==> config.mk <==
export PLATFORM = sky130hd
export DESIGN_NAME = ascii_word_tokenizer_unit
export DESIGN_NICKNAME = d
export VERILOG_FILES = /design/src/rtl/awt_pkg.sv /design/src/rtl/awt_core.sv /design/src/rtl/awt_out_fifo.sv /design/src/rtl/ascii_word_tokenizer_unit.sv
export SDC_FILE = /design/constraint.sdc
export NUM_CORES = 1
export LEC_CHECK = 0
export BUFFER_PORTS_ARGS = -buffer_cell sky130_fd_sc_hd__buf_2
export CORE_ASPECT_RATIO = 0.8
export CORE_MARGIN = 2
export CORE_UTILIZATION = 42
export DETAILED_ROUTE_END_ITERATION = 12
export PLACE_DENSITY = 0.59
export SLEW_MARGIN = 10
export SYNTH_ARGS = -nofsm -noshare
export SYNTH_HDL_FRONTEND = slang
export SYNTH_HIERARCHICAL = 1
export SYNTH_SLANG_ARGS = --single-unit
==> constraint.sdc <==
create_clock -name i_clk -period 17 [get_ports i_clk]
set_clock_uncertainty 0.15 [all_clocks]
set_input_delay 0.85 -clock i_clk [delete_from_list [all_inputs] [get_ports i_clk]]
set_output_delay 0.85 -clock i_clk [all_outputs]
set_load 0.005 [all_outputs]
==> src/rtl/awt_pkg.sv <==
// ----------------------------------------------------------------------------
// awt_pkg
// Shared types, constants and byte classification for the word tokenizer.
// ----------------------------------------------------------------------------
`default_nettype none

package awt_pkg;

    localparam int MAX_LINE  = 262144;
    localparam int POS_W     = $clog2(MAX_LINE);
    localparam int START_W   = 18;
    localparam int LEN_W     = 6;
    localparam int RUN_W     = 7;
    localparam int TAIL_W    = 7;
    localparam int RUN_CAP   = 64;
    localparam int TAIL_CAP  = 127;
    localparam int CFG_IDX_W = 2;

    localparam logic [LEN_W-1:0] MIN_LEN_RST = 6'd2;
    localparam logic [LEN_W-1:0] MAX_LEN_RST = 6'd32;

    // result queue
    localparam int OUT_DEPTH = 4;
    localparam int OUT_PTR_W = $clog2(OUT_DEPTH);
    localparam int OUT_CNT_W = $clog2(OUT_DEPTH + 1);

    // character codes
    localparam logic [7:0] CH_COLON = 8'h3A;
    localparam logic [7:0] CH_DOT   = 8'h2E;
    localparam logic [7:0] CH_APOS  = 8'h27;
    localparam logic [7:0] CH_COMMA = 8'h2C;
    localparam logic [7:0] CH_SEMI  = 8'h3B;
    localparam logic [7:0] CH_UNDER = 8'h5F;
    localparam logic [7:0] CH_0     = 8'h30;
    localparam logic [7:0] CH_9     = 8'h39;
    localparam logic [7:0] CH_LO_A  = 8'h61;
    localparam logic [7:0] CH_LO_Z  = 8'h7A;
    localparam logic [7:0] CH_UP_A  = 8'h41;
    localparam logic [7:0] CH_UP_Z  = 8'h5A;

    typedef enum logic [CFG_IDX_W-1:0] {
        CFG_MIN_LEN = 2'd0,
        CFG_MAX_LEN = 2'd1
    } t_cfg_idx;

    typedef enum logic [1:0] {
        CLS_OTHER  = 2'd0,
        CLS_LETTER = 2'd1,
        CLS_DIGIT  = 2'd2,
        CLS_UNDER  = 2'd3
    } t_cls;

    typedef struct packed {
        logic [7:0] char_byte;
        logic       end_of_line;
    } t_in_item;

    typedef struct packed {
        logic [START_W-1:0] word_start;
        logic [LEN_W-1:0]   word_length;
        logic               last_of_run;
    } t_out_item;

    // up to two results per byte; v1 only with v0
    typedef struct packed {
        logic      v0;
        t_out_item d0;
        logic      v1;
        t_out_item d1;
    } t_res_pair;

    function automatic t_cls byte_class(input logic [7:0] c);
        if ((c >= CH_LO_A && c <= CH_LO_Z) || (c >= CH_UP_A && c <= CH_UP_Z)) begin
            return CLS_LETTER;
        end else if (c >= CH_0 && c <= CH_9) begin
            return CLS_DIGIT;
        end else if (c == CH_UNDER) begin
            return CLS_UNDER;
        end
        return CLS_OTHER;
    endfunction

    function automatic logic punct_fits(input t_cls prev, input logic [7:0] c);
        if (prev == CLS_LETTER) begin
            return (c == CH_COLON) || (c == CH_DOT) || (c == CH_APOS);
        end else if (prev == CLS_DIGIT) begin
            return (c == CH_COMMA) || (c == CH_DOT) || (c == CH_APOS) || (c == CH_SEMI);
        end
        return 1'b0;
    endfunction

    // trimmed length: trailing underscores dropped, but at least two kept
    function automatic logic [RUN_W-1:0] word_len(input logic [RUN_W-1:0] run,
                                                  input logic [TAIL_W-1:0] tail);
        if (tail != '0 && run < RUN_W'(2)) begin
            return RUN_W'(2);
        end
        return run;
    endfunction

    function automatic logic [START_W-1:0] to_start(input logic [POS_W-1:0] pos);
        logic [POS_W+START_W-1:0] ext;
        ext = {{START_W{1'b0}}, pos};
        return ext[START_W-1:0];
    endfunction

endpackage

`default_nettype wire

==> src/rtl/awt_core.sv <==
// ----------------------------------------------------------------------------
// awt_core
// Per-byte word scanner: line state registers and the word close logic.
// ----------------------------------------------------------------------------
`default_nettype none

module awt_core (
    input  wire logic                          i_clk,
    input  wire logic                          i_rst_n,
    input  wire logic                          i_fire,
    input  wire awt_pkg::t_in_item             i_item,
    input  wire logic [awt_pkg::LEN_W-1:0]     i_min_len,
    input  wire logic [awt_pkg::LEN_W-1:0]     i_max_len,
    output awt_pkg::t_res_pair                 o_res
);

    logic [awt_pkg::POS_W-1:0]  r_pos,   n_pos;
    logic                       r_word,  n_word;
    logic [awt_pkg::POS_W-1:0]  r_begin, n_begin;
    logic [awt_pkg::RUN_W-1:0]  r_run,   n_run;
    logic [awt_pkg::TAIL_W-1:0] r_tail,  n_tail;
    logic                       r_held,  n_held;
    awt_pkg::t_cls              r_prior, n_prior;

    awt_pkg::t_cls              cls;
    logic                       eol;
    logic                       consumed;
    logic                       close_a;
    logic                       close_e;
    logic [awt_pkg::RUN_W:0]    run_plus2;
    logic [awt_pkg::RUN_W:0]    run_plus_tail;
    logic [awt_pkg::TAIL_W:0]   tail_plus1;
    logic [awt_pkg::RUN_W-1:0]  len_a;
    logic [awt_pkg::RUN_W-1:0]  len_e;
    logic                       ok_a;
    logic                       ok_e;
    awt_pkg::t_out_item         item_a;
    awt_pkg::t_out_item         item_e;

    assign cls = awt_pkg::byte_class(i_item.char_byte);
    assign eol = i_item.end_of_line;

    assign run_plus2     = {1'b0, r_run} + (awt_pkg::RUN_W + 1)'(2);
    assign run_plus_tail = {1'b0, r_run} + {1'b0, r_tail} + (awt_pkg::RUN_W + 1)'(1);
    assign tail_plus1    = {1'b0, r_tail} + (awt_pkg::TAIL_W + 1)'(1);

    always_comb begin
        n_pos    = r_pos;
        n_word   = r_word;
        n_begin  = r_begin;
        n_run    = r_run;
        n_tail   = r_tail;
        n_held   = r_held;
        n_prior  = r_prior;
        consumed = 1'b0;
        close_a  = 1'b0;

        // held punctuation is decided by this byte
        if (r_word && r_held) begin
            n_held = 1'b0;
            if ((cls == awt_pkg::CLS_LETTER || cls == awt_pkg::CLS_DIGIT) &&
                cls == r_prior) begin
                n_run    = (run_plus2 > (awt_pkg::RUN_W + 1)'(awt_pkg::RUN_CAP)) ?
                           (awt_pkg::RUN_W)'(awt_pkg::RUN_CAP) :
                           run_plus2[awt_pkg::RUN_W-1:0];
                consumed = 1'b1;
            end else begin
                close_a = 1'b1;
                n_word  = 1'b0;
            end
        end

        if (!consumed) begin
            if (n_word) begin
                if (cls == awt_pkg::CLS_LETTER || cls == awt_pkg::CLS_DIGIT) begin
                    n_run   = (run_plus_tail > (awt_pkg::RUN_W + 1)'(awt_pkg::RUN_CAP)) ?
                              (awt_pkg::RUN_W)'(awt_pkg::RUN_CAP) :
                              run_plus_tail[awt_pkg::RUN_W-1:0];
                    n_tail  = '0;
                    n_prior = cls;
                end else if (cls == awt_pkg::CLS_UNDER) begin
                    n_tail  = (tail_plus1 > (awt_pkg::TAIL_W + 1)'(awt_pkg::TAIL_CAP)) ?
                              (awt_pkg::TAIL_W)'(awt_pkg::TAIL_CAP) :
                              tail_plus1[awt_pkg::TAIL_W-1:0];
                    n_prior = awt_pkg::CLS_UNDER;
                end else if (!eol && awt_pkg::punct_fits(r_prior, i_item.char_byte)) begin
                    n_held = 1'b1;
                end else begin
                    close_a = 1'b1;
                    n_word  = 1'b0;
                end
            end else if (cls == awt_pkg::CLS_LETTER || cls == awt_pkg::CLS_DIGIT) begin
                n_word  = 1'b1;
                n_begin = r_pos;
                n_run   = (awt_pkg::RUN_W)'(1);
                n_tail  = '0;
                n_prior = cls;
            end
        end

        // second close only at end of line, on the word still open
        close_e = eol && n_word;
        len_e   = awt_pkg::word_len(n_run, n_tail);

        if (eol) begin
            n_word  = 1'b0;
            n_held  = 1'b0;
            n_run   = '0;
            n_tail  = '0;
            n_prior = awt_pkg::CLS_OTHER;
            n_pos   = '0;
        end else if (r_pos == (awt_pkg::POS_W)'(awt_pkg::MAX_LINE - 1)) begin
            n_pos = '0;
        end else begin
            n_pos = r_pos + (awt_pkg::POS_W)'(1);
        end
    end

    assign len_a = awt_pkg::word_len(r_run, r_tail);

    assign ok_a = close_a &&
                  (len_a >= (awt_pkg::RUN_W)'(i_min_len)) &&
                  (len_a <= (awt_pkg::RUN_W)'(i_max_len));
    assign ok_e = close_e &&
                  (len_e >= (awt_pkg::RUN_W)'(i_min_len)) &&
                  (len_e <= (awt_pkg::RUN_W)'(i_max_len));

    always_comb begin
        item_a.word_start  = awt_pkg::to_start(r_begin);
        item_a.word_length = len_a[awt_pkg::LEN_W-1:0];
        item_a.last_of_run = !ok_e;
        item_e.word_start  = awt_pkg::to_start(n_begin);
        item_e.word_length = len_e[awt_pkg::LEN_W-1:0];
        item_e.last_of_run = 1'b1;

        o_res.v0 = i_fire && (ok_a || ok_e);
        o_res.d0 = ok_a ? item_a : item_e;
        o_res.v1 = i_fire && ok_a && ok_e;
        o_res.d1 = item_e;
    end

    always_ff @(posedge i_clk) begin
        if (!i_rst_n) begin
            r_pos   <= '0;
            r_word  <= 1'b0;
            r_begin <= '0;
            r_run   <= '0;
            r_tail  <= '0;
            r_held  <= 1'b0;
            r_prior <= awt_pkg::CLS_OTHER;
        end else if (i_fire) begin
            r_pos   <= n_pos;
            r_word  <= n_word;
            r_begin <= n_begin;
            r_run   <= n_run;
            r_tail  <= n_tail;
            r_held  <= n_held;
            r_prior <= n_prior;
        end
    end

    // a held byte only exists inside a word that ended in a letter or digit
    assert property (@(posedge i_clk) disable iff (!i_rst_n)
        r_held |-> (r_word && r_tail == '0 &&
                    (r_prior == awt_pkg::CLS_LETTER || r_prior == awt_pkg::CLS_DIGIT)))
        else $error("awt_core: held punctuation outside a word");

    assert property (@(posedge i_clk) disable iff (!i_rst_n)
        o_res.v1 |-> (o_res.v0 && !o_res.d0.last_of_run && o_res.d1.last_of_run))
        else $error("awt_core: bad last_of_run marking on a result pair");

endmodule

`default_nettype wire

==> src/rtl/awt_out_fifo.sv <==
// ----------------------------------------------------------------------------
// awt_out_fifo
// Small result queue: takes up to two results a cycle while it has room, hands out one while the reader is ready.
// ----------------------------------------------------------------------------
`default_nettype none

module awt_out_fifo (
    input  wire logic                 i_clk,
    input  wire logic                 i_rst_n,
    input  wire awt_pkg::t_res_pair   i_push,
    output logic                      o_room,
    output logic                      o_valid,
    input  wire logic                 i_ready,
    output awt_pkg::t_out_item        o_data
);

    awt_pkg::t_out_item              r_mem [awt_pkg::OUT_DEPTH];
    logic [awt_pkg::OUT_PTR_W-1:0]   r_wr_ptr, n_wr_ptr;
    logic [awt_pkg::OUT_PTR_W-1:0]   r_rd_ptr, n_rd_ptr;
    logic [awt_pkg::OUT_CNT_W-1:0]   r_count,  n_count;
    logic [1:0]                      push_n;
    logic                            pop;

    assign push_n  = {1'b0, i_push.v0} + {1'b0, i_push.v1};
    assign pop     = o_valid && i_ready;
    assign o_valid = (r_count != '0);
    assign o_data  = r_mem[r_rd_ptr];
    // room for a full pair, not counting a pop in the same cycle
    assign o_room  = (r_count <= (awt_pkg::OUT_CNT_W)'(awt_pkg::OUT_DEPTH - 2));

    assign n_wr_ptr = r_wr_ptr + (awt_pkg::OUT_PTR_W)'(push_n);
    assign n_rd_ptr = r_rd_ptr + (awt_pkg::OUT_PTR_W)'(pop);
    assign n_count  = r_count + (awt_pkg::OUT_CNT_W)'(push_n) - (awt_pkg::OUT_CNT_W)'(pop);

    always_ff @(posedge i_clk) begin
        if (!i_rst_n) begin
            r_wr_ptr <= '0;
            r_rd_ptr <= '0;
            r_count  <= '0;
        end else begin
            r_wr_ptr <= n_wr_ptr;
            r_rd_ptr <= n_rd_ptr;
            r_count  <= n_count;
        end
    end

    always_ff @(posedge i_clk) begin
        if (i_push.v0) begin
            r_mem[r_wr_ptr] <= i_push.d0;
        end
        if (i_push.v1) begin
            r_mem[r_wr_ptr + (awt_pkg::OUT_PTR_W)'(1)] <= i_push.d1;
        end
    end

    assert property (@(posedge i_clk) disable iff (!i_rst_n)
        r_count <= (awt_pkg::OUT_CNT_W)'(awt_pkg::OUT_DEPTH))
        else $error("awt_out_fifo: overflow");

    assert property (@(posedge i_clk) disable iff (!i_rst_n)
        (i_push.v0 || i_push.v1) |-> o_room)
        else $error("awt_out_fifo: push without room");

    assert property (@(posedge i_clk) disable iff (!i_rst_n)
        (!i_push.v0 && !pop) |=> $stable(r_count))
        else $error("awt_out_fifo: count moved without a transfer");

endmodule

`default_nettype wire

==> src/rtl/ascii_word_tokenizer_unit.sv <==
// ----------------------------------------------------------------------------
// ascii_word_tokenizer_unit
// Splits ASCII text lines into words and reports start offset and length.
// ----------------------------------------------------------------------------
// Takes one byte per cycle on the input channel, with end_of_line on the
// last byte of each line, and emits one result per reported word. A byte
// goes through an input register, the scanner updates line state, and its
// results land in a 4-entry queue that drives the output. Sustained rate is
// one byte per cycle while the queue has room; the output port moves one
// result per cycle while the reader is ready, so a byte that closes two
// words (a rejected punctuation byte followed by a final one-character word
// at end of line) leaves the extra result in the queue. Input is held off
// only while the queue lacks room for two results. Configuration writes are
// always ready and must only be issued while the block is idle.
// ----------------------------------------------------------------------------
`default_nettype none

module ascii_word_tokenizer_unit (
    input  wire logic                            i_clk,
    input  wire logic                            i_rst_n,

    input  wire logic                            i_in_valid,
    output logic                                 o_in_ready,
    input  wire awt_pkg::t_in_item               i_in_data,

    output logic                                 o_out_valid,
    input  wire logic                            i_out_ready,
    output awt_pkg::t_out_item                   o_out_data,

    input  wire logic                            i_cfg_valid,
    output logic                                 o_cfg_ready,
    input  wire logic [awt_pkg::CFG_IDX_W-1:0]   i_cfg_index,
    input  wire logic [awt_pkg::LEN_W-1:0]       i_cfg_data
);

    logic                         r_in_valid;
    awt_pkg::t_in_item            r_in_item;
    logic [awt_pkg::LEN_W-1:0]    r_min_len;
    logic [awt_pkg::LEN_W-1:0]    r_max_len;
    logic                         fifo_room;
    logic                         fire;
    logic                         cfg_xfer;
    awt_pkg::t_res_pair           res;

    assign fire        = r_in_valid && fifo_room;
    assign o_in_ready  = !r_in_valid || fire;
    assign o_cfg_ready = 1'b1;
    assign cfg_xfer    = i_cfg_valid && o_cfg_ready;

    always_ff @(posedge i_clk) begin
        if (!i_rst_n) begin
            r_in_valid <= 1'b0;
        end else if (o_in_ready) begin
            r_in_valid <= i_in_valid;
        end
    end

    always_ff @(posedge i_clk) begin
        if (i_in_valid && o_in_ready) begin
            r_in_item <= i_in_data;
        end
    end

    // unknown indexes are ignored
    always_ff @(posedge i_clk) begin
        if (!i_rst_n) begin
            r_min_len <= awt_pkg::MIN_LEN_RST;
            r_max_len <= awt_pkg::MAX_LEN_RST;
        end else if (cfg_xfer) begin
            if (i_cfg_index == awt_pkg::CFG_MIN_LEN) begin
                r_min_len <= i_cfg_data;
            end
            if (i_cfg_index == awt_pkg::CFG_MAX_LEN) begin
                r_max_len <= i_cfg_data;
            end
        end
    end

    awt_core u_core (
        .i_clk     (i_clk),
        .i_rst_n   (i_rst_n),
        .i_fire    (fire),
        .i_item    (r_in_item),
        .i_min_len (r_min_len),
        .i_max_len (r_max_len),
        .o_res     (res)
    );

    awt_out_fifo u_out_fifo (
        .i_clk   (i_clk),
        .i_rst_n (i_rst_n),
        .i_push  (res),
        .o_room  (fifo_room),
        .o_valid (o_out_valid),
        .i_ready (i_out_ready),
        .o_data  (o_out_data)
    );

    assert property (@(posedge i_clk) disable iff (!i_rst_n)
        (r_in_valid && !fire) |=> (r_in_valid && $stable(r_in_item)))
        else $error("ascii_word_tokenizer_unit: stalled input register changed");

endmodule

`default_nettype wire

==> flow_summary_export.csv <==
group,metric,value,unit
synthesis,synth_top_flop_cell,"edfxtp_1",
worst_setup_path,start_kind,"flip-flop",
timing,drv_slew,0,
timing,period_minus_slack,7.05,ns
global_route,grt_max_degree,83,
finish,mostFrequentLayoutCells,"129 x mux2_2, 109 x edfxtp_1, 73 x dfxtp_1, 67 x nor2_1, 56 x nand2_1",
synthesis,async_flop_share,0,
drt,wl_per_cell,19.5,um
finish,drive_gt1_frac,0.285,
synthesis,synth_area,0.0111,mm2
power_and_ir_drop,clkPwrFrac,0.355,
timing,worst_slack,9.95,ns
worst_setup_path,reg2reg_to,"u_out_fifo/r_mem[0][12]",
synthesis,synth_edf_count,109,
floorplanning,die_area,0.0277,mm2
worst_setup_path,worstPathArrival,7.00,ns
drt,wirelength,26700,um
synthesis,syn_area_per_cell,11.3,um2
timing,relSlewSlack,0.346,
synthesis,synth_top_area_frac,0.295,
outcome,status,"finished clean",
min_path,hold-path-cell-count,2,
global_route,first_global_vias,7304,
clock_network,worstSkewPairLatency,0.44,ns
finish,n_fill_cell,2409,
min_path,hold_path.startpoint,"r_min_len[5]",
synthesis,seq_area_frac_synth,0.429,
clock_network,htreeDepth,4,
drt,first_pass_iters,5,
clock_network,cts_tree,"done",
placed_design,dpl_worst_slack,10.06,ns
worst_setup_path,ff2ff_setup_slack,9.95,ns
power_and_ir_drop,power_switching,325,uW
power_and_ir_drop,switching_share,0.287,
worst_setup_path,crit_fanout,26,
global_route,grt_antenna_before_repair,0,
floorplanning,core_area,0.0261,mm2
floorplanning,initial_core_util,0.424,
drt,drc_errors,0,
finish,final_common_cell,"mux2_2",
worst_setup_path,worst_ep_required_time,16.95,ns
placed_design,placed_cells,1337,
timing,period_share,0.415,
clock_network,cts.sinks,183,
worst_setup_path,regToRegStartpoint,"u_core/r_run[5]",
synthesis,yosys.area.top_type,"edfxtp_1",
power_and_ir_drop,power.total,1130,uW
floorplanning,rows,53,
worst_setup_path,endpoint_kind,"flip-flop",
worst_setup_path,reg2regPathDepth,20,
power_and_ir_drop,power.internal,808,uW
timing,tightest_slew,0.979,ns
power_and_ir_drop,power.density,93.0,mW/mm2
finish,area_growth_syn_to_layout,10.0,%
power_and_ir_drop,p_leak,0.00444,uW
clock_network,cts_setup_buffers,0,
global_route,grt_pass1_wl,42500,um
drt,final_antenna_net_count,0,
power_and_ir_drop,ir_drop,0.0000625,V
global_route,track_usage,0.199,
finish,final_net_count,1064,
run,drv_cap,0,
placed_design,dp_hpwl,17200,um
synthesis,synthesis.nets,1042,
clock_network,ctsHoldBuffers,0,
drt,vias,7836,
clock_network,cts_buffers,17,
timing,hold_viol_final,0,
placed_design,portBuffers,48,
timing,fin_setup_tns,0,ns
timing,setup_viol,0,
synthesis,ys_seq_elements,183,
synthesis,synth.distinct_cells,88,
min_path,hold-path-endpoint,"r_min_len[5]",
floorplanning,die_h,149,um
clock_network,clk_path_buf_depth,2,
timing,timing.fmax,0.142,GHz
finish,final_cells,1369,
floorplanning,fp.dieW,186,um
clock_network,clk_pin_slew,0.08,ns
clock_network,cts_resized,0,
timing,rsz0062_at_grt,"false",
min_path,hp-class,"flip-flop to flip-flop",
finish,num_antenna_cells,0,
synthesis,synthCells,977,
power_and_ir_drop,p_comb_frac,0.200,
clock_network,cts-root-buf,"clkbuf_16",
placed_design,gp_congestion,0.850,
drt,drt-initial-drc-count,659,
synthesis,ys_top_cells_by_area,"edfxtp_1 30%, dfxtp_1 13%, mux2_2 13%",
drt,viasPerCell,5.72,
power_and_ir_drop,seqPwrFrac,0.445,
floorplanning,ios,50,
worst_setup_path,worst-setup-path-type,"flip-flop to flip-flop",
global_route,grt_overflow,0,
synthesis,yosys_warnings,6,
==> routing by layer <==
layer / share of wire / vias to the layer above / track usage / routed length (um)
met5: 0 / - / 0 / 0
met4: 0.0072 / 0 / 0.0354 / 193
met3: 0.058 / 16 / 0.0432 / 1560
met2: 0.41 / 218 / 0.279 / 11000
met1: 0.52 / 3863 / 0.314 / 13900
li1: - / 3739 / - / -
==> critical path, cell delays in order, from the launching register on <==
cell	delay, ns
dfxtp_1	0.68
ha_1	0.40
and3b_1	0.21
a211oi_1	0.36
nand3_1	0.26
nor3_1	0.47
a21oi_1	0.13
a221oi_1	0.22
nand4_1	0.25
nand2_1	0.27
ha_1	0.28
nor2b_1	0.13
o21ai_0	0.14
a21oi_1	0.09
a211oi_1	0.28
o221ai_2	0.14
a2111oi_2	0.51
and3_1	0.42
nand3_2	0.69
o21ai_2	0.24
buf_4	0.40
==> kinds of logic (layout without fill, tap and decap cells) <==
family          Yosys count  in the layout  synth area share
simple gates            305            305             0.154
mux                     183            183             0.213
flops                   183            183             0.429
compound gates          165            165             0.108
buf+inv                  87            122            0.0357
fa+ha+maj                43             43            0.0499
xor+xnor                  9              9           0.00960
other cells               2              2          0.000678
==> flip-flops by register name, summed over array words and instances (netlist names), 3 cells and up <==
name                cells
u_core/r_tail           7
u_core/r_pos           18
r_in_item               9
u_out_fifo/r_count      3
u_core/r_begin         18
r_max_len               6
u_core/r_run            7
u_out_fifo/r_mem      100
r_min_len               6
==> power groups by stage <==
stage                     clock (uW)  combinational, uW  sequential [uW]
after floorplan                    0                170              508
after global placement             0                225              513
after detailed placement           0                226              514
after CTS                        412                228              504
after global routing             427                251              507
final                            402                227              504
==> stage by stage <==
| step | cell area (um2) | util | hold WS, ns |
|---|---|---|---|
| detailed placement | 11600 | 0.444 | 0.302 |
| global placement | 11600 | 0.444 | 0.297 |
| floorplan | 11100 | - | 0.285 |
| finish | 12200 | 0.466 | 0.313 |
| CTS | 12200 | 0.466 | 0.317 |
| global route | 12200 | 0.466 | 0.328 |
==> worst max path at each step <==
| stage | start | endpoint |
|---|---|---|
| after global placement | u_core/r_tail[0] | u_out_fifo/r_mem[0][17] |
| after CTS | u_core/r_tail[0] | u_out_fifo/r_mem[0][12] |
| after floorplan | u_core/r_tail[0] | u_out_fifo/r_mem[0][0] |
| after detailed placement | u_core/r_tail[0] | u_out_fifo/r_mem[0][17] |
| final | u_core/r_run[5] | u_out_fifo/r_mem[0][12] |
| after global routing | u_core/r_tail[0] | u_out_fifo/r_mem[0][12] |
==> cell usage after synthesis (5+ instances only) <==
| library cell | number |
|---|---|
| o211ai_1 | 6 |
| inv_1 | 29 |
| o22ai_1 | 6 |
| o21ai_0 | 33 |
| mux2_2 | 129 |
| mux4_2 | 25 |
| buf_1 | 5 |
| nand4_1 | 5 |
| mux2i_1 | 18 |
| a31oi_1 | 7 |
| clkbuf_1 | 25 |
| dfxtp_1 | 74 |
| nor3b_1 | 28 |
| nand2b_1 | 17 |
| a21o_1 | 9 |
| and2_1 | 15 |
| buf_4 | 9 |
| nor3_1 | 13 |
| mux2_4 | 10 |
| nand3_1 | 20 |
| a21oi_1 | 37 |
| nor2_1 | 68 |
| and3_1 | 11 |
| nand2_1 | 56 |
| nor2b_1 | 35 |
| edfxtp_1 | 109 |
| a22oi_1 | 7 |
| ha_1 | 41 |
| nor4_1 | 10 |
| buf_2 | 15 |
==> area by class of cell <==
cell class / instances / area, um2 / share of cell area
multi-input cells: 707 / 5950 / 0.488
flip-flops and latches: 183 / 4760 / 0.390
well taps: 357 / 447 / 0.0366
clock buffers: 17 / 425 / 0.0349
repair buffers: 60 / 330 / 0.0271
clock inverters: 15 / 164 / 0.0134
inverters: 30 / 113 / 0.00924
No activity file was read; power rests on OpenSTA's default activity.
